[src/sv/brcu_pkg.sv]
// Shared widths, codes and beat types of the breakpoint and run-control unit.
package brcu_pkg;

    localparam int ADDR_W     = 24;
    localparam int DATA_W     = 8;
    localparam int SRC_W      = 3;
    localparam int MODE_W     = 2;
    localparam int ACT_W      = 2;
    localparam int IDX_W      = 2;
    localparam int CNT_W      = 32;
    localparam int TGT_W      = 25;
    localparam int CFG_IDX_W  = 3;
    localparam int CFG_W      = 38;
    localparam int MAX_BP     = 4;
    localparam int NUM_BP_DEF = 4;
    localparam int IN_DATA_W  = 40;
    localparam int OUT_DATA_W = 40;

    // Event sources.
    localparam logic [SRC_W-1:0] SRC_CPU = 3'd0;
    localparam logic [SRC_W-1:0] SRC_SMP = 3'd1;
    localparam logic [SRC_W-1:0] SRC_APU = 3'd4;

    // Breakpoint modes.
    localparam logic [MODE_W-1:0] MODE_DIS   = 2'd0;
    localparam logic [MODE_W-1:0] MODE_READ  = 2'd1;
    localparam logic [MODE_W-1:0] MODE_WRITE = 2'd2;
    localparam logic [MODE_W-1:0] MODE_EXEC  = 2'd3;

    // Event kinds on the input stream.
    localparam logic [ACT_W-1:0] ACT_EXEC  = 2'd0;
    localparam logic [ACT_W-1:0] ACT_READ  = 2'd1;
    localparam logic [ACT_W-1:0] ACT_WRITE = 2'd2;
    localparam logic [ACT_W-1:0] ACT_BAD   = 2'd3;

    // Configuration register indexes.
    localparam logic [CFG_IDX_W-1:0] REG_BP0      = 3'd0;
    localparam logic [CFG_IDX_W-1:0] REG_RUN_FOR  = 3'd4;
    localparam logic [CFG_IDX_W-1:0] REG_RUN_TO   = 3'd5;
    localparam logic [CFG_IDX_W-1:0] REG_STEP_FOR = 3'd6;
    localparam logic [CFG_IDX_W-1:0] REG_STEP_TO  = 3'd7;

    // Event travelling down the cell chain, with the match results so far.
    typedef struct packed {
        logic              valid;
        logic [MODE_W-1:0] mode;
        logic [SRC_W-1:0]  src;
        logic [ADDR_W-1:0] addr;
        logic [DATA_W-1:0] data;
        logic              hit;
        logic [IDX_W-1:0]  idx;
        logic [CNT_W-1:0]  count;
        logic              ahit;
        logic [IDX_W-1:0]  aidx;
    } t_tok;

    // Result beat; halt sits in bit 0.
    typedef struct packed {
        logic [IDX_W-1:0] alias_index;
        logic             alias_hit;
        logic [CNT_W-1:0] bp_count;
        logic [IDX_W-1:0] bp_index;
        logic             bp_hit;
        logic             trace;
        logic             halt;
    } t_res;

endpackage

[src/sv/brcu_cell.sv]
// One breakpoint cell: holds an entry and its hit counter, tests the passing event.
module brcu_cell #(
    parameter int IDX = 0
) (
    input  logic                      i_clk,
    input  logic                      i_rst_n,
    input  logic                      i_hold,
    input  logic                      i_cfg_we,
    input  logic [brcu_pkg::CFG_W-1:0] i_cfg_data,
    input  brcu_pkg::t_tok            i_tok,
    output brcu_pkg::t_tok            o_tok
);

    logic [brcu_pkg::CFG_W-1:0]  r_entry;
    logic [brcu_pkg::CNT_W-1:0]  r_cnt;
    logic [brcu_pkg::CNT_W-1:0]  n_cnt;
    logic [brcu_pkg::CNT_W-1:0]  cnt_inc;
    brcu_pkg::t_tok              r_tok;
    brcu_pkg::t_tok              n_tok;

    logic [brcu_pkg::ADDR_W-1:0] e_addr;
    logic [brcu_pkg::DATA_W-1:0] e_data;
    logic                        e_den;
    logic [brcu_pkg::MODE_W-1:0] e_mode;
    logic [brcu_pkg::SRC_W-1:0]  e_src;
    logic                        base_match;

    assign e_addr = r_entry[23:0];
    assign e_data = r_entry[31:24];
    assign e_den  = r_entry[32];
    assign e_mode = r_entry[34:33];
    assign e_src  = r_entry[37:35];

    assign cnt_inc = (r_cnt == {brcu_pkg::CNT_W{1'b1}}) ? r_cnt : r_cnt + brcu_pkg::CNT_W'(1);

    // Everything but the source; the data byte only counts for read and write entries.
    assign base_match = (e_mode != brcu_pkg::MODE_DIS) && (e_mode == i_tok.mode) &&
                        (e_addr == i_tok.addr) &&
                        ((e_mode == brcu_pkg::MODE_EXEC) || !e_den || (e_data == i_tok.data));

    always_comb begin
        n_tok = i_tok;
        n_cnt = r_cnt;
        if (i_tok.valid && base_match) begin
            priority if (!i_tok.hit && (e_src == i_tok.src)) begin
                n_tok.hit   = 1'b1;
                n_tok.idx   = brcu_pkg::IDX_W'(IDX);
                n_tok.count = cnt_inc;
                n_cnt       = cnt_inc;
            end else if (!i_tok.ahit && (e_src == brcu_pkg::SRC_APU) &&
                         (i_tok.src == brcu_pkg::SRC_SMP) &&
                         (i_tok.mode != brcu_pkg::MODE_EXEC)) begin
                // An smp read or write is also checked against the apu entries.
                n_tok.ahit = 1'b1;
                n_tok.aidx = brcu_pkg::IDX_W'(IDX);
                n_cnt      = cnt_inc;
            end else begin
                // Other entries and already claimed matches leave the event as is.
            end
        end
    end

    always_ff @(posedge i_clk) begin
        if (!i_rst_n) begin
            r_entry     <= '0;
            r_cnt       <= '0;
            r_tok.valid <= 1'b0;
        end else begin
            if (i_cfg_we) begin
                r_entry <= i_cfg_data;
            end
            if (!i_hold) begin
                r_tok <= n_tok;
                r_cnt <= n_cnt;
            end
        end
    end

    assign o_tok = r_tok;

endmodule

[src/sv/brcu_ctrl.sv]
// Run-control stage: run-for, run-to, step-for, step-to and the result register.
module brcu_ctrl (
    input  logic                          i_clk,
    input  logic                          i_rst_n,
    input  logic                          i_cfg_we,
    input  logic [brcu_pkg::CFG_IDX_W-1:0] i_cfg_index,
    input  logic [brcu_pkg::CFG_W-1:0]     i_cfg_data,
    input  brcu_pkg::t_tok                i_tok,
    input  logic                          i_m_tready,
    output logic                          o_take,
    output logic                          o_valid,
    output brcu_pkg::t_res                o_res
);

    logic [brcu_pkg::CNT_W-1:0]  r_rf, n_rf;
    logic [brcu_pkg::CNT_W-1:0]  r_sf, n_sf;
    logic                        r_rt_arm, n_rt_arm;
    logic                        r_st_arm, n_st_arm;
    logic [brcu_pkg::ADDR_W-1:0] r_rt_addr;
    logic [brcu_pkg::ADDR_W-1:0] r_st_addr;
    logic                        r_valid;
    brcu_pkg::t_res              r_res;
    brcu_pkg::t_res              n_res;
    logic                        halt;
    logic                        trace;
    logic                        cpu_exec;

    assign o_take   = i_tok.valid && (!r_valid || i_m_tready);
    assign cpu_exec = (i_tok.src == brcu_pkg::SRC_CPU) && (i_tok.mode == brcu_pkg::MODE_EXEC);

    always_comb begin
        halt     = i_tok.hit || i_tok.ahit;
        trace    = 1'b0;
        n_rf     = r_rf;
        n_sf     = r_sf;
        n_rt_arm = r_rt_arm;
        n_st_arm = r_st_arm;
        // The checks run in order; the first halt ends the sequence.
        if (!halt && cpu_exec) begin
            if (r_rf != '0) begin
                n_rf = r_rf - brcu_pkg::CNT_W'(1);
                halt = (r_rf == brcu_pkg::CNT_W'(1));
            end
            if (!halt && r_rt_arm && (i_tok.addr == r_rt_addr)) begin
                halt = 1'b1;
            end
            if (!halt && (r_sf != '0)) begin
                trace = 1'b1;
                n_sf  = r_sf - brcu_pkg::CNT_W'(1);
                halt  = (r_sf == brcu_pkg::CNT_W'(1));
            end
            if (!halt && r_st_arm) begin
                trace = 1'b1;
                halt  = (i_tok.addr == r_st_addr);
            end
        end
        if (halt) begin
            n_rf     = '0;
            n_sf     = '0;
            n_rt_arm = 1'b0;
            n_st_arm = 1'b0;
        end
        n_res.halt        = halt;
        n_res.trace       = trace;
        n_res.bp_hit      = i_tok.hit;
        n_res.bp_index    = i_tok.hit ? i_tok.idx : '0;
        n_res.bp_count    = i_tok.hit ? i_tok.count : '0;
        n_res.alias_hit   = i_tok.ahit;
        n_res.alias_index = i_tok.ahit ? i_tok.aidx : '0;
    end

    always_ff @(posedge i_clk) begin
        if (!i_rst_n) begin
            r_rf      <= '0;
            r_sf      <= '0;
            r_rt_arm  <= 1'b0;
            r_st_arm  <= 1'b0;
            r_rt_addr <= '0;
            r_st_addr <= '0;
            r_valid   <= 1'b0;
        end else begin
            if (i_cfg_we) begin
                unique case (i_cfg_index)
                    brcu_pkg::REG_RUN_FOR: begin
                        r_rf <= i_cfg_data[brcu_pkg::CNT_W-1:0];
                    end
                    brcu_pkg::REG_RUN_TO: begin
                        r_rt_addr <= i_cfg_data[brcu_pkg::ADDR_W-1:0];
                        r_rt_arm  <= i_cfg_data[brcu_pkg::TGT_W-1];
                    end
                    brcu_pkg::REG_STEP_FOR: begin
                        r_sf <= i_cfg_data[brcu_pkg::CNT_W-1:0];
                    end
                    brcu_pkg::REG_STEP_TO: begin
                        r_st_addr <= i_cfg_data[brcu_pkg::ADDR_W-1:0];
                        r_st_arm  <= i_cfg_data[brcu_pkg::TGT_W-1];
                    end
                    default: begin
                        // Breakpoint entries live in the cells.
                    end
                endcase
            end else if (o_take) begin
                r_rf     <= n_rf;
                r_sf     <= n_sf;
                r_rt_arm <= n_rt_arm;
                r_st_arm <= n_st_arm;
            end
            if (o_take) begin
                r_valid <= 1'b1;
            end else if (i_m_tready) begin
                r_valid <= 1'b0;
            end
        end
    end

    always_ff @(posedge i_clk) begin
        if (o_take) begin
            r_res <= n_res;
        end
    end

    assign o_valid = r_valid;
    assign o_res   = r_res;

endmodule

[src/sv/breakpoint_run_control_unit.sv]
// Breakpoint and run-control unit for a debug monitor.
//
// Usage: each beat on the s_axis channel is one bus event. s_axis_tuser carries
// the event kind (execute, read, write); s_axis_tdata carries source, address and
// data byte. The event walks a chain of NUM_BREAKPOINTS cells, one cell per cycle;
// each cell holds one breakpoint entry and its hit counter, and the lowest matching
// cell claims the hit. A final stage applies the run-for, run-to, step-for and
// step-to controls and loads the result register that drives m_axis.
// A new event is taken only once the last one has left the chain for the result
// register; s_axis_tready is low while an event is in the chain.
// A finished result waits in the output register while the next event is taken;
// if the receiver still stalls when that next event reaches the chain's end, the
// chain holds it until the output register frees.
// Configuration writes (i_cfg_we, i_cfg_index, i_cfg_data) take effect at the
// edge and must be made while the unit is idle; the unit does not enforce this.
// Reset (synchronous, active low) clears all entries, hit counters and run
// controls and empties the chain and the output register.
module breakpoint_run_control_unit #(
    parameter int NUM_BREAKPOINTS = brcu_pkg::NUM_BP_DEF
) (
    input  logic                              i_clk,
    input  logic                              i_rst_n,
    input  logic                              s_axis_tvalid,
    output logic                              s_axis_tready,
    // bits: source[2:0], addr[26:3], data[34:27], zero fill[39:35]
    input  logic [brcu_pkg::IN_DATA_W-1:0]    s_axis_tdata,
    // bits: action[1:0]
    input  logic [brcu_pkg::ACT_W-1:0]        s_axis_tuser,
    output logic                              m_axis_tvalid,
    input  logic                              m_axis_tready,
    // bits: halt[0], trace[1], bp_hit[2], bp_index[4:3], bp_count[36:5],
    //       alias_hit[37], alias_index[39:38]
    output logic [brcu_pkg::OUT_DATA_W-1:0]   m_axis_tdata,
    input  logic                              i_cfg_we,
    input  logic [brcu_pkg::CFG_IDX_W-1:0]    i_cfg_index,
    input  logic [brcu_pkg::CFG_W-1:0]        i_cfg_data
);

    brcu_pkg::t_tok              tok [0:NUM_BREAKPOINTS];
    brcu_pkg::t_res              res;
    logic [brcu_pkg::MODE_W-1:0] in_mode;
    logic                        accept;
    logic                        take;
    logic                        hold;
    logic                        r_busy;

    assign accept        = s_axis_tvalid && s_axis_tready;
    assign s_axis_tready = !r_busy;
    assign hold          = tok[NUM_BREAKPOINTS].valid && !take;

    always_comb begin
        unique case (s_axis_tuser)
            brcu_pkg::ACT_EXEC:  in_mode = brcu_pkg::MODE_EXEC;
            brcu_pkg::ACT_READ:  in_mode = brcu_pkg::MODE_READ;
            brcu_pkg::ACT_WRITE: in_mode = brcu_pkg::MODE_WRITE;
            // The invalid kind matches nothing and changes no hit counter or run control.
            default:             in_mode = brcu_pkg::MODE_DIS;
        endcase
    end

    always_comb begin
        tok[0]       = '0;
        tok[0].valid = accept;
        tok[0].mode  = in_mode;
        tok[0].src   = s_axis_tdata[2:0];
        tok[0].addr  = s_axis_tdata[26:3];
        tok[0].data  = s_axis_tdata[34:27];
    end

    for (genvar g = 0; g < NUM_BREAKPOINTS; g++) begin : g_cell
        logic cell_we;
        assign cell_we = i_cfg_we &&
                         (i_cfg_index == brcu_pkg::CFG_IDX_W'(brcu_pkg::REG_BP0 + g));
        brcu_cell #(
            .IDX (g)
        ) u_cell (
            .i_clk      (i_clk),
            .i_rst_n    (i_rst_n),
            .i_hold     (hold),
            .i_cfg_we   (cell_we),
            .i_cfg_data (i_cfg_data),
            .i_tok      (tok[g]),
            .o_tok      (tok[g+1])
        );
    end

    brcu_ctrl u_ctrl (
        .i_clk       (i_clk),
        .i_rst_n     (i_rst_n),
        .i_cfg_we    (i_cfg_we),
        .i_cfg_index (i_cfg_index),
        .i_cfg_data  (i_cfg_data),
        .i_tok       (tok[NUM_BREAKPOINTS]),
        .i_m_tready  (m_axis_tready),
        .o_take      (take),
        .o_valid     (m_axis_tvalid),
        .o_res       (res)
    );

    always_ff @(posedge i_clk) begin
        if (!i_rst_n) begin
            r_busy <= 1'b0;
        end else if (accept) begin
            r_busy <= 1'b1;
        end else if (take) begin
            r_busy <= 1'b0;
        end
    end

    assign m_axis_tdata = res;

endmodule

[config.mk]
export PLATFORM = sky130hd
export DESIGN_NAME = breakpoint_run_control_unit
export DESIGN_NICKNAME = d
export VERILOG_FILES = /design/src/sv/brcu_pkg.sv /design/src/sv/brcu_cell.sv /design/src/sv/brcu_ctrl.sv /design/src/sv/breakpoint_run_control_unit.sv
export SDC_FILE = /design/constraint.sdc
export NUM_CORES = 2
export LEC_CHECK = 0
export ABC_CLOCK_PERIOD_IN_PS = 20600
export BUFFER_PORTS_ARGS = -buffer_cell sky130_fd_sc_hd__buf_2
export CAP_MARGIN = 0
export CORE_MARGIN = 5
export CORE_UTILIZATION = 56
export DETAILED_ROUTE_END_ITERATION = 8
export PLACE_DENSITY = 0.76
export SETUP_SLACK_MARGIN = 0.5
export SLEW_MARGIN = 20
export SYNTH_ARGS = -nofsm -noshare
export SYNTH_HDL_FRONTEND = slang
export SYNTH_SLANG_ARGS = --single-unit
[constraint.sdc]
create_clock -name i_clk -period 20.6 [get_ports i_clk]
set_clock_uncertainty 0.1 [all_clocks]
set_input_delay 4.12 -clock i_clk [delete_from_list [all_inputs] [get_ports i_clk]]
set_output_delay 4.12 -clock i_clk [all_outputs]
set_load 0.05 [all_outputs]
==> key figures <==
Die
  – Die Area: 63400 um^2
  – Width of the die: 252 um
  – Initial Util: 0.567
  – Core Region: slightly below 60000 um^2
  – IO Pins: 130
  – # rows: 88
  – DIE HEIGHT: 252 um

Global routing
  – Total grt overflow: 0
  – First-pass GRT wire length: 128000 um
  – Vias in the first global route: 23200
  – Pin count of the biggest net entering global routing: 179
  – Initial antenna violation count: 1
  – Gr usage total: 0.248

Worst setup path
  – Critical Path End: g_cell[0].u_cell.o_tok[59]
  – Crit Path Max Fanout: 178
  – Worst R2R Setup Slack: 16760 ps
  – R2r endpoint: u_ctrl.r_sf[27]
  – Worst EP required: 20740 ps
  – Critical Path End Type: register
  – CP Data Arrival Time: 7320 ps
  – FF-to-FF Start: u_ctrl.r_rf[17]
  – Reg2Reg Depth: 8
  – Worst setup SP type: input pin
  – CP startpoint: i_rst_n
  – Setup Crit Path Kind: input pin to register

Timing
  – Slew headroom: 0.255
  – Crit path time final: ~7000 ps
  – Post-Route Setup TNS: 0 ps
  – Achievable Freq: 139 MHz
  – Setup violations, final: 0
  – Final-report hold violation count: 0
  – Crit share post-route: 0.349
  – RSZ-0062 raised after global routing: no
  – Tightest Pin Transition: 1120 ps
  – Slew Viols, Final: 0

Placement
  – Final HPWL DP: 55300 um
  – Post-DP Area: ~34000 um^2
  – Port Buffers: ~120
  – RD Place Congestion: 0.927
  – Placed insts: 4174

Routing
  – Vias: roughly 25000
  – DR DRC count: 0
  – Wire per inst: 18.8 um
  – Post-DR vias/cell: 5.76
  – DR pass1 iterations: 5
  – Post-Route WL: 81200 um
  – Initial drt markers: 2511
  – Post-route ant nets: 0

Clock network
  – Post_cts resized: 0
  – Bufs on Longest Clock Path: 3
  – Setup Buffers After CTS: 0
  – Clock slew at reported path FFs: 60 ps
  – Clk sink count: 726
  – Clk Latency, worst-skew pair: 620 ps
  – Hold buffer count at cts: 0
  – # H-tree levels: 3
  – CTS tree: yes
  – Root buffer cell: clkbuf_16
  – CTS buffer count: 75

Logic synthesis
  – Synthesized flop and latch total: 726
  – Mapped Cells: around 3400
  – Synth cell count leaders: nand2_1 (664), dfxtp_1 (400), edfxtp_1 (326), xnor2_1 (321), a21oi_1 (287)
  – Yosys top cell by area: edfxtp_1
  – Number of synthesized flops with an enable pin: 326
  – Cell variety after synth: 78
  – Syn avg cell area: 9.50 um^2
  – Syn_nets: 3547
  – Most frequent cell after synthesis: nand2_1
  – Asr flop ratio synth: 0
  – Ys flop type: dfxtp_1
  – Post-synth top area share: 0.299
  – Sequential area share after synthesis: 0.543
  – Synthesized cell area: 32800 um^2
  – Synth area leaders: edfxtp_1 (30%), dfxtp_1 (24%), xnor2_1 (8.6%)
  – Yosys Warn Count: 0

Final layout
  – Layout cells sized above 1: 0.0885
  – Fin nets: 3585
  – Area grow syn2layout: 11.3%
  – Design area: 36500 um^2
  – Antenna diodes: 0
  – Final std cells w/o fill: approximately 4300
  – Final core utilization: 0.631

Status
  – Outcome: finished clean

Min path
  – Hold/Removal Path Class: register to register

Power
  – Max VDD drop: approximately 0.073 mV
  – Power Total: roughly 3200 uW
  – Pwr/cell area: just under 90 nW/um^2
  – Leak Pwr: between 0.01 and 0.015 uW

Run
  – # Max-Cap Violations: 0
[placed cells by master, fill, tap and decap left out, types with 11 or more instances in the layout]
master and instances:
nand3_1 77, and2_1 60, xor2_1 77, nor2b_1 17, nor3_1 89, nand4_1 104
clkbuf_16 78, o22ai_1 19, nor2_1 223, or4_1 16, and3_1 19, nand2_1 663
inv_1 30, clkinv_2 15, a22oi_1 16, buf_4 23, a31oi_1 16, o211ai_1 11
and4_1 11, o21ai_0 193, edfxtp_1 326, xnor2_1 321, clkbuf_8 11, a21oi_1 286
or2_2 15, dfxtp_1 400, or3_1 71, nand2b_1 18, nor4_1 39, buf_2 124
[cells by family (layout without fill, tap and decap cells)]
group | after synthesis | count (layout) | share of synthesized area
adder cells (fa/ha/maj) | 10 | 10 | 0.00382
AND/OR/NAND/NOR | 1465 | 1465 | 0.210
XOR/XNOR | 398 | 398 | 0.106
multiplexers | 12 | 12 | 0.00378
AO/OA/AOI/OAI | 618 | 618 | 0.105
flip-flops | 726 | 726 | 0.543
buffers and inverters | 220 | 320 | 0.0269
[metrics by stage]
step / worst slack, ps / hold slack [ps]
5_1_grt: 13290 / 375
2_1_floorplan: 1150 / 331
3_3_place_gp: 12380 / 341
3_5_place_dp: 12300 / 351
4_1_cts: 12940 / 360
6_report: 13420 / 358
[state kept, by name, indices dropped and copies added, names as in the netlist]
| register | flops |
|---|---|
| g_cell.u_cell.o_tok | 290 |
| r_busy | 1 |
| g_cell.u_cell.r_cnt | 128 |
| u_ctrl.r_sf | 32 |
| u_ctrl.r_st_addr | 24 |
| u_ctrl.r_rt_addr | 24 |
| u_ctrl.o_res | 40 |
| g_cell.u_cell.r_entry | 152 |
| u_ctrl.r_rf | 32 |
| u_ctrl.r_st_arm | 1 |
| u_ctrl.o_valid | 1 |
| u_ctrl.r_rt_arm | 1 |
[final cells by class]
class | count | area, um^2
Timing Repair Buffer | 149 | 841
Tap cell | 765 | 957
Fill cell | 4610 | 21300
Multi-Input combinational cell | 2503 | 14100
Inverter | 32 | 128
Clock inverter | 40 | 499
Sequential cell | 726 | 17800
Clock buffer | 99 | 2140
[per-layer routing]
layer,GRT usage,wire length (um),vias to the layer above
li1,-,-,12100
met3,0.0437,6730,187
met1,0.354,35500,11600
met5,0,0,-
met2,0.381,35800,970
met4,0.0989,3220,0
[how the worst min path moves through the flow]
stage	startpoint	to	slack [ps]	cells after the start
6_report	g_cell[0].u_cell.r_entry[32]	g_cell[0].u_cell.r_entry[32]	360	2
4_1_cts	u_ctrl.r_rt_arm	u_ctrl.r_rt_arm	360	2
3_3_place_gp	u_ctrl.r_sf[20]	u_ctrl.r_sf[20]	340	2
3_5_place_dp	u_ctrl.r_rt_arm	u_ctrl.r_rt_arm	350	2
2_1_floorplan	u_ctrl.r_sf[20]	u_ctrl.r_sf[20]	330	2
5_1_grt	g_cell[0].u_cell.o_tok[41]	g_cell[1].u_cell.o_tok[41]	380	0
[report_power, final]
group | switching, uW | internal (uW)
combinational | 154 | 74.6
sequential | 31.7 | 1560
clock | 583 | 842
[critical path, cell delays in order]
cell,delay (ps)
buf_2,480
inv_8,440
a21oi_4,510
buf_4,800
buf_12,740
No activity file was read; power rests on OpenSTA's default activity.
